## src/hdl/lmps_pkg.sv

```systemverilog
`timescale 1ns / 1ps
`default_nettype none

package lmps_pkg;

	localparam int TPC_W   = 16;
	localparam int STEP_W  = 9;
	localparam int LVL_W   = 8;
	localparam int DRV_W   = 8;
	localparam int CELL_W  = 3;
	localparam int TIME_W  = 32;
	localparam int S_DATA_W = 48;
	localparam int M_DATA_W = 16;
	localparam int APB_AW  = 3;
	localparam int APB_DW  = 32;

	localparam logic [TPC_W-1:0]  TPC_RESET   = 16'd100;
	localparam logic [STEP_W-1:0] STEPS_RESET = 9'd256;
	localparam logic [STEP_W-1:0] STEPS_MIN   = 9'd2;
	localparam logic [STEP_W-1:0] STEPS_MAX   = 9'd256;

	localparam logic MODE_REFRESH = 1'b0;
	localparam logic MODE_WRITE   = 1'b1;

	localparam logic REG_TICKS = 1'b0;
	localparam logic REG_STEPS = 1'b1;

	typedef enum logic [5:0] {
		ST_IDLE = 6'b000001,
		ST_MOD  = 6'b000010,
		ST_COL  = 6'b000100,
		ST_MUL  = 6'b001000,
		ST_ROWS = 6'b010000,
		ST_DONE = 6'b100000
	} state_t;

endpackage

`default_nettype wire

```

## src/hdl/lmps_store.sv

```systemverilog
`timescale 1ns / 1ps
`default_nettype none

module lmps_store import lmps_pkg::*; #(
	parameter int DEPTH = 64,
	parameter int AW    = 6
) (
	input  wire logic             clk,
	input  wire logic             arst_n,
	input  wire logic             wr_en,
	input  wire logic [AW-1:0]    wr_addr,
	input  wire logic [LVL_W-1:0] wr_level,
	input  wire logic [AW-1:0]    rd_addr,
	output logic      [LVL_W-1:0] rd_level
);

	logic [LVL_W-1:0] mem [DEPTH];
	logic [DEPTH-1:0] valid_q;
	logic [LVL_W-1:0] rd_data_q;
	logic             rd_valid_q;

	always_ff @(posedge clk or negedge arst_n) begin
		if (!arst_n) begin
			valid_q <= '0;
		end else if (wr_en) begin
			valid_q[wr_addr] <= 1'b1;
		end
	end

	always_ff @(posedge clk) begin
		if (wr_en) begin
			mem[wr_addr] <= wr_level;
		end
		rd_data_q  <= mem[rd_addr];
		rd_valid_q <= valid_q[rd_addr];
	end

	// unwritten cells read as dark
	assign rd_level = rd_valid_q ? rd_data_q : '0;

endmodule

`default_nettype wire

```

## src/hdl/lamp_matrix_pwm_scanner_unit.sv

```systemverilog
`timescale 1ns / 1ps
`default_nettype none

// Lamp matrix scanner with a brightness level per lamp. A write word (tuser high) stores one
// cell's level, saturated to pwm_steps-1, and is taken with no result. A refresh word (tuser
// low) carries a time; the block reduces it modulo ticks_per_column*COLUMNS with a shared
// compare-subtract unit one time bit per cycle, splits the remainder into column and offset
// with max(clog2(COLUMNS),1) more steps, then reads the column's levels from the pattern
// store one row per cycle and compares them against the offset on a shared 16x8 multiplier.
// A refresh then raises its result word, and the block is ready for a new word in the cycle
// that the result word appears; it takes no new word meanwhile.
// The result waits in an output register, so a new word may be taken while it is pending; a
// refresh that finishes while the previous result still waits holds in its last step.
// The pattern store reads as dark after reset through per-cell valid bits, with no clearing
// pass. Only the first eight columns and rows have drive bits and writable cells.

module lamp_matrix_pwm_scanner_unit import lmps_pkg::*; #(
	parameter int COLUMNS   = 8,
	parameter int ROWS      = 8,
	parameter int TIME_BITS = 32
) (
	input  wire logic                clk,
	input  wire logic                arst_n,
	input  wire logic                s_tvalid,
	output logic                     s_tready,
	// now[31:0], cell_column[34:32], cell_row[37:35], cell_level[45:38], zero[47:46]
	input  wire logic [S_DATA_W-1:0] s_tdata,
	// mode
	input  wire logic                s_tuser,
	output logic                     m_tvalid,
	input  wire logic                m_tready,
	// column_drive[7:0], row_drive[15:8]
	output logic      [M_DATA_W-1:0] m_tdata,
	input  wire logic                psel,
	input  wire logic                penable,
	input  wire logic                pwrite,
	input  wire logic [APB_AW-1:0]   paddr,
	input  wire logic [APB_DW-1:0]   pwdata,
	output logic      [APB_DW-1:0]   prdata,
	output logic                     pready
);

	localparam int SC    = (COLUMNS < 8) ? COLUMNS : 8;
	localparam int SR    = (ROWS < 8) ? ROWS : 8;
	localparam int DEPTH = SC * SR;
	localparam int AW    = (DEPTH > 1) ? $clog2(DEPTH) : 1;
	localparam int RB    = (SR > 1) ? $clog2(SR) : 1;
	localparam int CB    = (COLUMNS > 1) ? $clog2(COLUMNS) : 1;
	localparam int PER_W = TPC_W + CB;
	localparam int RW    = PER_W + 1;
	localparam int TB    = (TIME_BITS < TIME_W) ? TIME_BITS : TIME_W;
	localparam int TCW   = $clog2(TB);
	localparam int PW    = TPC_W + LVL_W;

	state_t              state_q;
	logic [TPC_W-1:0]    tpc_q;
	logic [STEP_W-1:0]   steps_q;
	logic [TCW-1:0]      bit_cnt_q;
	logic [CB-1:0]       col_i_q;
	logic [RB-1:0]       r_q;
	logic                m_tvalid_q;
	logic [M_DATA_W-1:0] m_tdata_q;
	logic [TB-1:0]       now_q;
	logic [RW-1:0]       rem_q;
	logic [CB-1:0]       col_q;
	logic [PW-1:0]       lhs_q;
	logic [SR-1:0]       rows_q;

	logic                cfg_wr;
	logic [TPC_W-1:0]    eff_tpc;
	logic [LVL_W-1:0]    top;
	logic [PER_W-1:0]    period;
	logic [TIME_W-1:0]   in_now;
	logic [CELL_W-1:0]   in_col;
	logic [CELL_W-1:0]   in_row;
	logic [LVL_W-1:0]    in_level;
	logic                s_hs;
	logic                wr_en;
	logic [AW-1:0]       wr_addr;
	logic [LVL_W-1:0]    wr_level;
	logic [AW-1:0]       rd_addr;
	logic [LVL_W-1:0]    rd_level;
	logic                col_in;
	logic [CB-1:0]       col_lo;
	logic [RB-1:0]       rd_row;
	logic [RW-1:0]       sub_a;
	logic [RW-1:0]       sub_b;
	logic [RW:0]         diff;
	logic                ge;
	logic [RW-1:0]       rem_nx;
	logic [TPC_W-1:0]    mul_a;
	logic [LVL_W-1:0]    mul_b;
	logic [PW-1:0]       prod;
	logic [LVL_W-1:0]    sat;
	logic                lamp_on;
	logic                out_free;
	logic [DRV_W-1:0]    col_drive;

	// config port
	assign pready = 1'b1;
	assign cfg_wr = psel && penable && pwrite && pready;

	always_comb begin
		unique case (paddr[2])
			REG_TICKS: prdata = APB_DW'(tpc_q);
			REG_STEPS: prdata = APB_DW'(steps_q);
			default:   prdata = '0;
		endcase
	end

	assign eff_tpc = (tpc_q == '0) ? TPC_W'(1) : tpc_q;

	always_comb begin
		priority if (steps_q < STEPS_MIN) begin
			top = LVL_W'(STEPS_MIN - 9'd1);
		end else if (steps_q > STEPS_MAX) begin
			top = LVL_W'(STEPS_MAX - 9'd1);
		end else begin
			top = LVL_W'(steps_q - 9'd1);
		end
	end

	assign period = PER_W'(eff_tpc) * PER_W'(COLUMNS);

	// input word fields
	assign in_now   = s_tdata[31:0];
	assign in_col   = s_tdata[34:32];
	assign in_row   = s_tdata[37:35];
	assign in_level = s_tdata[45:38];

	assign s_tready = (state_q == ST_IDLE);
	assign s_hs     = s_tvalid && s_tready;

	// pattern store access
	assign wr_en    = s_hs && (s_tuser == MODE_WRITE) &&
	                  (4'(in_col) < 4'(SC)) && (4'(in_row) < 4'(SR));
	assign wr_addr  = AW'(AW'(in_col) * AW'(SR)) + AW'(in_row);
	assign wr_level = (in_level > top) ? top : in_level;

	assign col_in = (6'(col_q) < 6'(SC));
	assign col_lo = col_in ? col_q : '0;
	assign rd_row = (state_q == ST_ROWS && r_q != RB'(SR - 1)) ? RB'(r_q + RB'(1)) :
	                (state_q == ST_ROWS) ? r_q : '0;
	assign rd_addr = AW'(AW'(col_lo) * AW'(SR)) + AW'(rd_row);

	lmps_store #(
		.DEPTH(DEPTH),
		.AW   (AW)
	) u_store (
		.clk     (clk),
		.arst_n  (arst_n),
		.wr_en   (wr_en),
		.wr_addr (wr_addr),
		.wr_level(wr_level),
		.rd_addr (rd_addr),
		.rd_level(rd_level)
	);

	// shared compare-subtract unit
	assign sub_a  = (state_q == ST_MOD) ? {rem_q[RW-2:0], now_q[TB-1]} : rem_q;
	assign sub_b  = (state_q == ST_MOD) ? RW'(period) : (RW'(eff_tpc) << col_i_q);
	assign diff   = {1'b0, sub_a} - {1'b0, sub_b};
	assign ge     = ~diff[RW];
	assign rem_nx = ge ? diff[RW-1:0] : sub_a;

	// shared multiplier: (offset+1)*top once, then level*ticks per row
	assign sat   = (rd_level > top) ? top : rd_level;
	assign mul_a = (state_q == ST_MUL) ? TPC_W'(rem_q[TPC_W-1:0] + TPC_W'(1)) : eff_tpc;
	assign mul_b = (state_q == ST_MUL) ? top : sat;
	assign prod  = PW'(mul_a) * PW'(mul_b);

	assign lamp_on  = col_in && (lhs_q <= prod);
	assign out_free = !m_tvalid_q || m_tready;

	always_comb begin
		for (int c = 0; c < DRV_W; c++) begin
			col_drive[c] = (6'(col_q) == 6'(c));
		end
	end

	always_ff @(posedge clk or negedge arst_n) begin
		if (!arst_n) begin
			state_q    <= ST_IDLE;
			tpc_q      <= TPC_RESET;
			steps_q    <= STEPS_RESET;
			bit_cnt_q  <= '0;
			col_i_q    <= '0;
			r_q        <= '0;
			m_tvalid_q <= 1'b0;
		end else begin
			if (cfg_wr) begin
				unique case (paddr[2])
					REG_TICKS: tpc_q   <= pwdata[TPC_W-1:0];
					REG_STEPS: steps_q <= pwdata[STEP_W-1:0];
					default:   tpc_q   <= tpc_q;
				endcase
			end
			if (state_q == ST_DONE && out_free) begin
				m_tvalid_q <= 1'b1;
			end else if (m_tvalid_q && m_tready) begin
				m_tvalid_q <= 1'b0;
			end
			unique case (state_q)
				ST_IDLE: begin
					if (s_hs && s_tuser == MODE_REFRESH) begin
						bit_cnt_q <= TCW'(TB - 1);
						state_q   <= ST_MOD;
					end
				end
				ST_MOD: begin
					bit_cnt_q <= bit_cnt_q - TCW'(1);
					if (bit_cnt_q == '0) begin
						col_i_q <= CB'(CB - 1);
						state_q <= ST_COL;
					end
				end
				ST_COL: begin
					col_i_q <= col_i_q - CB'(1);
					if (col_i_q == '0) begin
						state_q <= ST_MUL;
					end
				end
				ST_MUL: begin
					r_q     <= '0;
					state_q <= ST_ROWS;
				end
				ST_ROWS: begin
					r_q <= RB'(r_q + RB'(1));
					if (r_q == RB'(SR - 1)) begin
						state_q <= ST_DONE;
					end
				end
				ST_DONE: begin
					if (out_free) begin
						state_q <= ST_IDLE;
					end
				end
				default: state_q <= ST_IDLE;
			endcase
		end
	end

	always_ff @(posedge clk) begin
		unique case (state_q)
			ST_IDLE: begin
				if (s_hs && s_tuser == MODE_REFRESH) begin
					now_q <= in_now[TB-1:0];
					rem_q <= '0;
					col_q <= '0;
				end
			end
			ST_MOD: begin
				rem_q <= rem_nx;
				now_q <= now_q << 1;
			end
			ST_COL: begin
				rem_q <= rem_nx;
				col_q <= CB'({col_q, ge});
			end
			ST_MUL: begin
				lhs_q <= prod;
			end
			ST_ROWS: begin
				rows_q[r_q] <= lamp_on;
			end
			ST_DONE: begin
				if (out_free) begin
					m_tdata_q <= {DRV_W'(rows_q), col_drive};
				end
			end
			default: rem_q <= rem_q;
		endcase
	end

	assign m_tvalid = m_tvalid_q;
	assign m_tdata  = m_tdata_q;

`ifndef ASSERT_OFF
	assert property (@(posedge clk) disable iff (!arst_n)
		$rose(m_tvalid) |-> $past(state_q == ST_DONE))
		else $error("result word raised outside the finishing step");

	assert property (@(posedge clk) disable iff (!arst_n)
		(s_tvalid && s_tready && s_tuser == MODE_REFRESH) |=> (state_q == ST_MOD))
		else $error("refresh word did not start the modulo pass");

	assert property (@(posedge clk) disable iff (!arst_n)
		(state_q == ST_ROWS) |-> (rem_q < RW'(eff_tpc)))
		else $error("column offset not below ticks per column");

	assert property (@(posedge clk) disable iff (!arst_n)
		m_tvalid |-> $onehot0(m_tdata[DRV_W-1:0]))
		else $error("column drive has more than one bit set");
`endif

endmodule

`default_nettype wire
```

## config.mk

```make
export PLATFORM = sky130hd
export DESIGN_NAME = lamp_matrix_pwm_scanner_unit
export DESIGN_NICKNAME = d
export VERILOG_FILES = /design/src/hdl/lmps_pkg.sv /design/src/hdl/lmps_store.sv /design/src/hdl/lamp_matrix_pwm_scanner_unit.sv
export SDC_FILE = /design/constraint.sdc
export NUM_CORES = 2
export LEC_CHECK = 0
export BUFFER_PORTS_ARGS = -buffer_cell sky130_fd_sc_hd__buf_2
export CORE_MARGIN = 2
export CORE_UTILIZATION = 46
export CTS_BUF_LIST = sky130_fd_sc_hd__clkbuf_2
export CTS_CLUSTER_DIAMETER = 60
export DETAILED_ROUTE_END_ITERATION = 8
export GPL_TIMING_DRIVEN = 0
export PLACE_DENSITY = 0.66
export SKIP_LAST_GASP = 1
export SLEW_MARGIN = 0
export SYNTH_ARGS = -nofsm -noshare
export SYNTH_HDL_FRONTEND = slang
export SYNTH_HIERARCHICAL = 1
export SYNTH_SLANG_ARGS = --single-unit
```

## constraint.sdc

```tcl
create_clock -name clk -period 12.4 [get_ports clk]
set_input_delay 0.62 -clock clk [delete_from_list [all_inputs] [get_ports clk]]
set_output_delay 0.62 -clock clk [all_outputs]
set_load 0.05 [all_outputs]
```

[Word level (Yosys, flattened, before mapping)]
Memory sizes are Yosys's and may differ from the RTL's. A register that Yosys moved wholly into a read port is not among the register bits.
Index checks and enable logic that the tools add are counted.
Widths: inputs -> output; s select.
Storage, ports and cells
  memories: 1
  bits in writable memories: 512
  output and inout bits: 51
  register bits: 211
  bits of input ports: 91
Memories
  u_store.mem: depth 64, bits a word 8, read ports 1, clocked after memory_dff 1, wr ports 1, RTL line lmps_store.sv:17  | logic [LVL_W-1:0] mem [DEPTH];
Cells by class
  reduce and logical (&&, ||, !) cells: 31
  bitwise logic cells: 4
  $lt $le $gt $ge: 10
  eq/ne operators: 20
  shift-type cells: 1
  multiplexer cells: 42
  $add $sub $neg: 8
  $mul: 1
Operator list (number)
  $pmux 32 s2: 2
  $mux 20: 4
  $or 64x64->64: 1
  $mux 8: 6
  $pmux 20 s2: 1
  $pmux 6 s6: 1
  $mux 16: 2
  $mux 32: 1
  $mux 6: 5
  $le 24x24->1: 1
  $mul 16x8->24: 1
  $sub 20x20->21: 1
  $shl 16x3->20: 1
  $pmux 3 s2: 3
  $add 16x1->16 const B: 1
  $gt 8x8->1: 2
  $logic_not 16->1: 1
  $eq 3x3->1 const B: 5
  $lt 6x7->1 const B: 2
  $reduce_and 2->1: 7
  $add 6x3->6: 2
  $mux 3: 4
  $reduce_bool 2->1: 6
  $logic_and 1x1->1: 10
  other kinds (34): 47

[Longest topological paths before layout]
  depth after elaboration: 9
  gate-level depth with buffers: 41
  mapped depth without buffers: 39

[Hierarchy]
The synthesis kept the hierarchy.
Modules (own cells, without submodules)
  lmps_store: cells an instance 1113, area each 22776.8 um2, times used 1
  lamp_matrix_pwm_scanner_unit: cells an instance 1547, area each 14173.6 um2, times used 1

[Worst setup path after synthesis]
No wires, ideal clock.
  kind: reg2reg
  from: reg steps_q[2]
  to: reg rows_q[0], data pin
  slack: 3.375 ns
  stages on the path, launching flop included: 37
  arrival time: 8.760 ns
  clock period less this slack: 9.025 ns
  path through: dfrtp_1 > or3_1 > or3_1 > or3_1 > nand2_1 > or2_1 > inv_1 > ha_1 > a21o_1 > a21o_1 > a21o_1 > o21a_1 > nor3_1 > clkbuf_1 > nor3_1 > fa_1 > fa_1 > fa_1 > inv_1 > fa_1 > inv_1 > ha_1 > clkbuf_1 > a21oi_1 > o21ai_1 > a21o_1 > a21o_1 > a221o_1 > a21oi_1 > xor2_1 > ha_1 > nand3_1 > nor2_1 > nand2_1 > or3_1 > or3_1 > o21ai_0
On the way
  word-level cells in the longest chain between the ends: 9
  elaborated cells on any way between the ends: 11
  those cells by class: add/sub: 1; mul: 1; order compare: 4; mux: 5
RTL lines
  from (decl): RTL line lamp_matrix_pwm_scanner_unit.sv:57  | logic [STEP_W-1:0] steps_q;
  from (signal assigned): RTL line lamp_matrix_pwm_scanner_unit.sv:194  | REG_STEPS: steps_q <= pwdata[STEP_W-1:0];
  $sub 8x1->8 / $gt 9x9->1 (equally long branches): RTL line lamp_matrix_pwm_scanner_unit.sv:119, lamp_matrix_pwm_scanner_unit.sv:116
  $mux 8: RTL line lamp_matrix_pwm_scanner_unit.sv:116  | end else if (steps_q > STEPS_MAX) begin
  $mux 8 *: RTL line lamp_matrix_pwm_scanner_unit.sv:114  | priority if (steps_q < STEPS_MIN) begin
  $gt 8x8->1: RTL line lamp_matrix_pwm_scanner_unit.sv:167  | assign sat = (rd_level > top) ? top : rd_level;
  $mux 8: RTL line lamp_matrix_pwm_scanner_unit.sv:167
  $mux 8 *: RTL line lamp_matrix_pwm_scanner_unit.sv:169  | assign mul_b = (state_q == ST_MUL) ? top : sat;
  $mul 16x8->24 *: RTL line lamp_matrix_pwm_scanner_unit.sv:170  | assign prod = PW'(mul_a) * PW'(mul_b);
  $le 24x24->1 *: RTL line lamp_matrix_pwm_scanner_unit.sv:172  | assign lamp_on = col_in && (lhs_q <= prod);
  net lamp_on: RTL line lamp_matrix_pwm_scanner_unit.sv:95  | logic lamp_on;
  $bwmux 8 *: RTL line lamp_matrix_pwm_scanner_unit.sv:264  | rows_q[r_q] <= lamp_on;
  to (signal, indexed assignment): RTL line lamp_matrix_pwm_scanner_unit.sv:264
  to (decl): RTL line lamp_matrix_pwm_scanner_unit.sv:67  | logic [SR-1:0] rows_q;
The timed path passes the listed nets; every way through them passes the cells marked *.
A chain may end at the register's enable or synchronous reset.

[Worst setup path after layout]
  from: reg steps_q[3]
  to: reg rows_q[3], data pin
The elaborated chain is that of the path after synthesis.

==> impl_metrics.tcl <==
set metrics [dict create \
    status "completed" \
    path_max_fanout 10 \
    p_switching_mw 4.20 \
    power_frac_comb 0.502 \
    async_flop_share 0.146 \
    grt_max_degree 65 \
    worstSetupPathType "flop to flop" \
    cts_made_buffers 179 \
    period_needed_ps 10890 \
    grtUsageTotal 0.236 \
    io_buffers 98 \
    synth_top_area_share 0.500 \
    slew_headroom 0.136 \
    fmax_mhz 91.8 \
    nNetsFinal 3363 \
    area_growth_pct 13.5 \
    clkPwrFrac 0.165 \
    power.share.switching 0.425 \
    final-setup-viol-count 0 \
    drive_above_1_share 0.228 \
    worst_path_max_delay_cell "nor3_1" \
    synth-seq-cells 731 \
    vias 24428 \
    die_y_microns 287 \
    ys_seq_area_frac 0.577 \
    clk_latency_ps 1380 \
    start_util 0.466 \
    firstDrtPassIters 6 \
    grt_pass1_vias 25092 \
    critPathRequiredTime_ps 13560 \
    clk_pin_slew_ps 90 \
    rsz0062_at_grt "false" \
    pre_cts_ws_ps 1660 \
    cts_tree "done" \
    synth_cells 2660 \
    coreArea_sq_mm 0.0793 \
    maxSlewViolCount 0 \
    pwr_density_cell_mw_per_mm2 235 \
    ys_types 86 \
    ir_worst_vdd_mv 0.213 \
    synth_area_leaders "edfxtp_1, mux4_2, dfrtp_1" \
    grt_antenna_before_repair 2 \
    maxCapViolations 0 \
    syn-cell-area_sq_mm 0.0370 \
    cts_htree_levels 4 \
    startpoint_type "flop" \
    yosysWarnings 6 \
    routed_wl_microns 96600 \
    holdCritPathClass "input port to flop" \
    fin_skew_ps 94.8 \
    drc 0 \
    synth_area_leader_cell "edfxtp_1" \
    hold_slack_ps 140 \
    clkSinkCount 731 \
    crit_path_end_kind "flop" \
    p_seq_frac 0.333 \
    synth_area_per_cell_sq_um 13.9 \
    dp_hpwl_microns 66400 \
    die_area_sq_mm 0.0826 \
    p_int_mw 5.68 \
    postRouteAntennaNets 0 \
    clockBufferDepth 3 \
    rows 103 \
    boundaryPins 142 \
    drt_iter0_drc 2582 \
    synth_edf_count 615 \
    gp_congestion 0.916 \
    period_share 0.878 \
    fin_util 0.529 \
    fin_setup_tns_ps 0 \
    gr-total-overflow 0 \
    worst_slew_pin_slew_ps 1300 \
    postCtsSetupBuffers 0 \
    clock-root-buffer "clkbuf_2" \
    hold_violations 0 \
    vias_per_cell 5.70 \
    wire_per_inst_microns 22.6 \
    setup_ws_ps 1510 \
    fill_cells 6586 \
    critical_path_arrival_ps 12050 \
    ys.flop_type "edfxtp_1" \
    dieWidth_microns 287 \
    max_stage_delay_ps 800 \
    grt_first_pass_wirelength_microns 147000 \
    leakage_nw 16.2 \
]
cell families (layout without fill, tap and decap cells):
family          count (synthesis)  count (layout)  synth area share
buf+inv                       299             853            0.0375
xor+xnor                       58              58            0.0137
fa+ha+maj                     197             197            0.0840
simple gates                  703             703            0.0921
other cells                     2              20          0.000203
flops                         731             731             0.577
compound gates                400             400            0.0710
mux                           270             270             0.124
what timing repair did:
action / 4_1_cts / 5_1_grt
setup endpoints to repair: 0 / 0
gates resized for setup: 0 / 0
hold buffers: 111 / 0
hold endpoints to repair: 388 / 0
cell usage after synthesis, types with 12 or more instances:
cell type	instances
a211oi_1	46
a21o_1	41
a21oi_1	126
a22oi_1	17
and2_1	20
and3_1	15
buf_2	37
buf_4	27
clkbuf_1	64
dfrtp_1	102
edfxtp_1	615
fa_1	85
ha_1	112
inv_1	149
mux2_2	42
mux2i_1	88
mux4_1	22
mux4_2	118
nand2_1	224
nand2b_1	28
nand3_1	24
nand4_1	16
nor2_1	181
nor2b_1	26
nor3_1	32
o21ai_0	33
o21ai_1	17
o22ai_1	29
o31ai_1	12
or2_2	71
or3_1	17
xnor2_1	32
xor2_1	26
power groups by stage:
| stage | clock network (mW) | registers (mW) | logic (mW) |
|---|---|---|---|
| after floorplan | 0 | 3.28 | 3.66 |
| after global placement | 0 | 3.35 | 4.68 |
| after detailed placement | 0 | 3.34 | 4.89 |
| after CTS | 1.67 | 3.29 | 4.94 |
| after global routing | 1.81 | 3.31 | 5.57 |
| final | 1.63 | 3.29 | 4.96 |
critical path, delay by kind of cell (launching register included):
family	cells	cell delay [ps]
compound gates	11	2950
fa+ha+maj	7	2960
buf+inv	6	880
flops	1	500
mux	1	170
simple gates	11	3220
layout by cell type, fill, tap and decap left out, types with 42 or more instances in the layout:
| cell | count |
|---|---|
| dlygate4sd3_1 | 110 |
| fa_1 | 85 |
| nand2_1 | 223 |
| inv_1 | 149 |
| a21oi_1 | 126 |
| nor2_1 | 181 |
| buf_2 | 134 |
| a211oi_1 | 46 |
| mux2i_1 | 84 |
| clkbuf_1 | 64 |
| clkinv_1 | 42 |
| ha_1 | 112 |
| edfxtp_1 | 615 |
| dfrtp_1 | 102 |
| clkbuf_2 | 279 |
| mux4_2 | 118 |
| or2_2 | 71 |
metrics by stage:
step / cells / power, mW / area [sq um]
3_5_place_dp: 3833 / 8.22 / 39100
5_1_grt: 4281 / 10.7 / 42000
4_1_cts: 4279 / 9.90 / 41900
6_report: 4282 / 9.88 / 42000
2_1_floorplan: 2675 / 6.93 / 37000
3_3_place_gp: 3823 / 8.03 / 38800
worst paths after layout:
check                            from                   to  slack, ps  cells past startpoint
max                        steps_q[3]            rows_q[3]       1510                     36
min                        s_tdata[4]             now_q[4]        140                      4
max reg2reg                steps_q[3]            rows_q[3]       1510                     36
min reg2reg                 rows_q[6]          m_tdata[14]        380                      0
max in group asynchronous      arst_n             tpc_q[2]      11630                      4
min in group asynchronous      arst_n  u_store/valid_q[19]        320                      4
flip-flops by register name, indices dropped and copies added, names as in the netlist, 9 cells and up:
register and count:
lhs_q 24, m_tdata 16, now_q 32, rem_q 20, steps_q 9, tpc_q 16
u_store/mem 512, u_store/valid_q 64
layout make-up:
class,count,area (sq um),share of cell area
plain buffers,149,822,0.0196
flip-flops and latches,731,21300,0.508
multi-input cells,1645,14400,0.342
inverters,150,563,0.0134
clock buffers,279,1400,0.0333
clock inverters,56,305,0.00728
diodes,3,7.51,0.000179
well taps,1050,1310,0.0313
repair buffers,219,1850,0.0442
routing by layer:
metal  track usage  share of wire  vias up
li1              -              -    10858
met1         0.311           0.40    12328
met2         0.390           0.49     1068
met3        0.0503          0.079      174
met4        0.0777          0.024        0
met5             0              0        -
No activity file was read; power rests on OpenSTA's default activity.
